--- src/hw/rtl/chpe_pkg.sv ---
// Shared types and constants for the cubic Hermite point evaluator.
package chpe_pkg;

   localparam int REG_W       = 63;   // packed x,y,z word
   localparam int NUM_REGS    = 4;
   localparam int CSR_IDX_W   = 2;
   localparam int NUM_AXES    = 3;
   localparam int NUM_BASIS   = 4;    // weights per vector
   localparam int NUM_VECS    = 2;    // position, derivative
   localparam int RSP_TDATA_W = 128;

   // configuration register indexes, also the basis term order
   typedef enum logic [CSR_IDX_W-1:0] {
      REG_START_POINT = 2'd0,
      REG_START_SLOPE = 2'd1,
      REG_END_POINT   = 2'd2,
      REG_END_SLOPE   = 2'd3
   } reg_idx_type;

   typedef logic [REG_W-1:0] vec_word_type;
   typedef vec_word_type [NUM_REGS-1:0] segment_type;

endpackage

--- src/hw/rtl/chpe_basis.sv ---
// Basis weight pipeline: clamp t, t^2, t^3, then the eight Hermite weights.
module chpe_basis #(
   parameter int PARAM_FRAC_BITS = 16
) (
   input  logic clock,
   input  logic reset,
   input  logic                       in_valid,
   output logic                       in_ready,
   input  logic [PARAM_FRAC_BITS:0]   req_param,
   output logic                       out_valid,
   input  logic                       out_ready,
   output logic [chpe_pkg::NUM_VECS*chpe_pkg::NUM_BASIS-1:0][PARAM_FRAC_BITS+3:0] weights
);

   localparam int F      = PARAM_FRAC_BITS;
   localparam int T_W    = F + 1;
   localparam int EXT    = 3;
   localparam int W_W    = T_W + EXT;
   localparam int PROD_W = 2 * T_W;
   localparam int NUM_W  = chpe_pkg::NUM_VECS * chpe_pkg::NUM_BASIS;
   localparam logic [T_W-1:0]    ONE_T  = T_W'(1) << F;
   localparam logic [PROD_W-1:0] HALF_T = PROD_W'(1) << (F - 1);

   logic [3:0] v_ff, v_in, rdy;

   logic [T_W-1:0] t1_ff, t1_in;
   logic [T_W-1:0] t2_t_ff, t2_sq_ff, t2_sq_in;
   logic [T_W-1:0] t3_t_ff, t3_sq_ff, t3_cu_ff, t3_cu_in;
   logic [NUM_W-1:0][W_W-1:0] w_ff, w_in;

   logic [PROD_W-1:0] sq_full, cu_full;
   logic signed [W_W-1:0] tw, t2w, t3w, one_w;
   logic signed [W_W-1:0] t2x3, t2x6, tx2, tx4, tx6, t3x2;

   // a stage may load when it is empty or its word moves on
   assign rdy[3] = !v_ff[3] || out_ready;
   assign rdy[2] = !v_ff[2] || rdy[3];
   assign rdy[1] = !v_ff[1] || rdy[2];
   assign rdy[0] = !v_ff[0] || rdy[1];
   assign in_ready = rdy[0];

   assign v_in[0] = rdy[0] ? in_valid : v_ff[0];
   assign v_in[1] = rdy[1] ? v_ff[0]  : v_ff[1];
   assign v_in[2] = rdy[2] ? v_ff[1]  : v_ff[2];
   assign v_in[3] = rdy[3] ? v_ff[2]  : v_ff[3];

   always_ff @(posedge clock) begin
      if (reset) begin
         v_ff <= '0;
      end else begin
         v_ff <= v_in;
      end
   end

   // t above one clamps to one
   assign t1_in = (req_param > ONE_T) ? ONE_T : req_param;

   assign sq_full  = PROD_W'(t1_ff) * PROD_W'(t1_ff) + HALF_T;
   assign t2_sq_in = sq_full[F +: T_W];

   assign cu_full  = PROD_W'(t2_sq_ff) * PROD_W'(t2_t_ff) + HALF_T;
   assign t3_cu_in = cu_full[F +: T_W];

   always_comb begin
      tw    = $signed({{EXT{1'b0}}, t3_t_ff});
      t2w   = $signed({{EXT{1'b0}}, t3_sq_ff});
      t3w   = $signed({{EXT{1'b0}}, t3_cu_ff});
      one_w = $signed({{EXT{1'b0}}, ONE_T});
      t2x3  = t2w + (t2w <<< 1);
      t2x6  = t2x3 <<< 1;
      tx2   = tw <<< 1;
      tx4   = tw <<< 2;
      tx6   = tx4 + tx2;
      t3x2  = t3w <<< 1;
      // position weights h00 h10 h01 h11
      w_in[0] = t3x2 - t2x3 + one_w;
      w_in[1] = t3w - (t2w <<< 1) + tw;
      w_in[2] = t2x3 - t3x2;
      w_in[3] = t3w - t2w;
      // derivative weights
      w_in[4] = t2x6 - tx6;
      w_in[5] = t2x3 - tx4 + one_w;
      w_in[6] = tx6 - t2x6;
      w_in[7] = t2x3 - tx2;
   end

   always_ff @(posedge clock) begin
      if (rdy[0]) begin
         t1_ff <= t1_in;
      end
      if (rdy[1]) begin
         t2_t_ff  <= t1_ff;
         t2_sq_ff <= t2_sq_in;
      end
      if (rdy[2]) begin
         t3_t_ff  <= t2_t_ff;
         t3_sq_ff <= t2_sq_ff;
         t3_cu_ff <= t3_cu_in;
      end
      if (rdy[3]) begin
         w_ff <= w_in;
      end
   end

   assign out_valid = v_ff[3];
   assign weights   = w_ff;

endmodule

--- config.mk ---
export PLATFORM = sky130hd
export DESIGN_NAME = chpe_basis
export DESIGN_NICKNAME = d
export VERILOG_FILES = /design/src/hw/rtl/chpe_pkg.sv /design/src/hw/rtl/chpe_basis.sv
export SDC_FILE = /design/constraint.sdc
export NUM_CORES = 2
export LEC_CHECK = 0
export BUFFER_PORTS_ARGS = -buffer_cell sky130_fd_sc_hd__buf_2
export CAP_MARGIN = 10
export CORE_MARGIN = 1.5
export CORE_UTILIZATION = 60
export CTS_CLUSTER_DIAMETER = 60
export DETAILED_ROUTE_END_ITERATION = 6
export HOLD_SLACK_MARGIN = 0.03
export PLACE_DENSITY = 0.78
export SETUP_SLACK_MARGIN = 0.2
export SLEW_MARGIN = 20
export SYNTH_ARGS = -nofsm -noshare
export SYNTH_HDL_FRONTEND = slang
export SYNTH_SLANG_ARGS = --single-unit
--- constraint.sdc ---
create_clock -name clock -period 7.8 [get_ports clock]
set_input_delay 0.39 -clock clock [delete_from_list [all_inputs] [get_ports clock]]
set_output_delay 0.39 -clock clock [all_outputs]
set_load 0.03 [all_outputs]
==> summary.md <==
| Metric | Value |
|---|---|
| Status | `finished, final reports clean` |
| Area grow syn2layout | `8.047%` |
| F_max | `0.1484 GHz` |
| Worst setup SP type | `register` |
| Slew Limit Headroom | `0.3235` |
| DRC | `0` |
| GRT met1 Usage | `0.3332` |
| Tightest Pin Transition | `between 1 and 1.5 ns` |
| Final core occ | `0.6606` |
| CTS tree | `done` |
| Clock Sinks | `around 260` |
| Hold EP | `t1_ff[16]` |
| DR iter-0 viols | `roughly 1,100` |
| Row cnt | `86` |
| Initial antenna violation count | `0` |
| NumNets Final | `4,468` |
| Initial Utilization | `0.6114` |
| Period minus WS final | `about 6.7 ns` |
| Detail Route Antenna Nets | `0` |
| Critical R2R Launch | `t1_ff[11]` |
| Diode count | `0` |
| Mapped Area | `~34,000 sq um` |
| Setup CP Type | `register to register` |
| Crit-path max cell delay | `0.68 ns` |
| Synth Area per Inst | `9.901 sq um` |
| Total CTS buffers | `31` |
| Cell mode on critical path | `fa_1` |
| Final Non-Filler Cells | `roughly 4,300` |
| Count leader, synth | `inv_1` |
| # Post-CTS Setup Buffers | `0` |
| RSZ-0062 raised after global routing | `no` |
| Final period util | `0.8637` |
| Slew Viols, Final | `0` |
| Share of layout cells above drive strength 1 | `0.07949` |
| Critical-path cell list | `inv_1, nor2_1, fa_1, fa_1, fa_1, fa_1, fa_1, inv_1, fa_1, inv_1, ha_1, and3_4, and3_1, a22oi_1, o221ai_2, o31a_1, a221oi_4, o21bai_1, a21o_1, xor2_1` |
| Setup total negative slack | `0 ns` |
| IO Pins | `about 180` |
| Clk root buf | `clkbuf_16` |
| Worst-path clk slew | `about 0.06 ns` |
| Aggregate global routing overflow | `0` |
| Post-synth top area cell | `fa_1` |
| Worst r2r path cells | `20` |
| Vias in the first global route | `24,501` |
| Yosys top cell area share | `0.2517` |
| HPWL after detailed placement | `59,610 um` |
| R2r endpoint | `t2_sq_ff[14]` |
| Largest net degree at the start of global routing | `88` |
| Reg2Reg Setup Slack | `1.06 ns` |
| Synth warn | `0` |
| Grt met3 use | `0.03008` |
| Sequential share of the synthesized area | `0.2275` |
| Post-synth ARST share | `0` |
| Vias | `23,690` |
| Max Cap Violations | `0` |
| Die Width | `between 200 and 250 um` |
| First-pass GRT wire length | `between 100,000 and 150,000 um` |
| Crit end category | `register` |
| Setup Viol. Count Final | `0` |
| Placed insts | `about 4,300` |
| Avg WL per Cell | `around 17 um` |
| Mapped Cells | `approximately 3,400` |
| EDFF count, synth | `254` |
| Synth top area cells | `fa_1 (25%), edfxtp_1 (23%), ha_1 (17%)` |
| Most used DFF post-synth | `edfxtp_1` |
| Hold Startpoint | `req_param[16]` |
| Worst min path class | `input pin to register` |
| Synthesis-stage register bit count | `258` |
| Distinct cells, synth | `90` |
| Worst path slowest cell | `edfxtp_1` |
| Drt via density | `around 5.5` |
| WHS Path Cells | `1` |
| Final Hold Viols | `0` |
| GP Congestion | `between 0.9 and 1` |
| CP Data Arrival Time | `between 7 and 8 ns` |
| Drt first pass iters | `5` |
| H-tree depth | `1` |
| Post-synth top cells | `inv_1 (683), ha_1 (447), fa_1 (426)` |
| Routing usage on met2 | `0.4655` |
| Clk_skew | `between 0.015 and 0.02 ns` |
| CTS max path bufs | `3` |
| Clk_lat worst skew | `0.61 ns` |
| Req. time, crit path | `8.15 ns` |
| Core area | `between 50,000 and 60,000 sq um` |
| IO Port Bufs | `between 150 and 200` |
| Total Routing Usage GR | `0.2616` |
| Post-Route WL | `73,220 um` |
| Busiest grt layer | `met2` |
| Crit-path max FO | `14` |
| Chip Height | `~240 um` |
| Die footprint | `a little under 60,000 sq um` |
[registers in the layout (all words and copies together), names as in the netlist]
| name | cells |
|---|---|
| t2_sq_ff | 17 |
| t3_cu_ff | 17 |
| t3_sq_ff | 17 |
| t2_t_ff | 17 |
| v_ff | 4 |
| weights | 152 |
| t3_t_ff | 17 |
| t1_ff | 17 |
[cells by family after synthesis]
family,count (synthesis),synth area share
multiplexers,6,0.001883
AND/OR/NAND/NOR,895,0.1314
buffers and inverters,760,0.08512
other,1,0.0001107
adder cells (fa/ha/maj),873,0.4168
AO/OA/AOI/OAI,436,0.08715
flip-flops,258,0.2275
XOR/XNOR,193,0.05011
[cells in the final DEF (no fill, tap or decap), drive strengths merged, types with 6 or more instances in the layout]
cell type  instances
inv              688
ha               447
fa               426
nand2            289
edfxtp           254
and2             220
buf              193
nor2             154
xnor2            139
a21oi            122
o21ai             94
nor2b             58
xor2              54
a21o              49
nor3              42
clkbuf            35
nand3             32
and3              20
o21a              19
o21bai            19
or2               18
nand2b            17
a211oi            17
a21boi            16
or3               12
a31oi             12
clkinv             9
nand4              8
o211ai             8
a311oi             7
nor4               7
a211o              6
a221oi             6
o41ai              6
o311ai             6
[metal layers]
metal | share of wire | wire [um]
met2 | 0.49 | 36080
met3 | 0.052 | 3836
met1 | 0.42 | 30970
met4 | 0.032 | 2329
met5 | 0 | 0
[worst max-delay path by stage]
stage | start | end | slack [ns] | cells past startpoint
finish | t1_ff[11] | t2_sq_ff[14] | 1.06 | 20
global route | t1_ff[9] | t2_sq_ff[14] | 0.76 | 22
CTS | t1_ff[7] | t2_sq_ff[14] | 1.07 | 21
detailed placement | t1_ff[7] | t2_sq_ff[14] | 1.07 | 21
global placement | t1_ff[4] | t2_sq_ff[14] | 1.20 | 23
floorplan | t1_ff[14] | t2_sq_ff[14] | 1.46 | 22
[critical path: cells and delay by family, from the launching register on]
kind | cells | cell delay, ns
buffers and inverters | 3 | 0.38
AOI/OAI and AO/OA | 6 | 1.38
DFF | 1 | 0.68
and+or+nand+nor | 3 | 0.69
adders and majority gates | 7 | 3.22
xor gates and xnor gates | 1 | 0.13
[area by class of cell]
class,count,area [sq um]
Clock buffer,35,790.8
Clock inverter,22,290.3
Fill cell,4425,18810
Inverter,683,2569
Multi-Input combinational cell,2405,23300
Sequential cell,258,7707
Tap cell,748,935.9
Timing Repair Buffer,195,1018
[what timing repair did]
item,in CTS,in global routing
hold buffers,2,0
hold endpoints to repair,4,0
gates resized for setup,0,0
[per-stage QoR]
stage / hold WS (ns) / worst slack, ns / area (sq um)
2_1_floorplan: 0.4244 / 1.459 / 33890
3_3_place_gp: 0.4393 / 1.197 / 35510
3_5_place_dp: 0.4516 / 1.072 / 35510
4_1_cts: 0.05507 / 1.073 / 36610
5_1_grt: 0.07544 / 0.7594 / 36610
6_report: 0.08317 / 1.063 / 36610
Power is not shown: default switching activity piles up to over one toggle a cycle in this logic, so the estimate is an artifact.
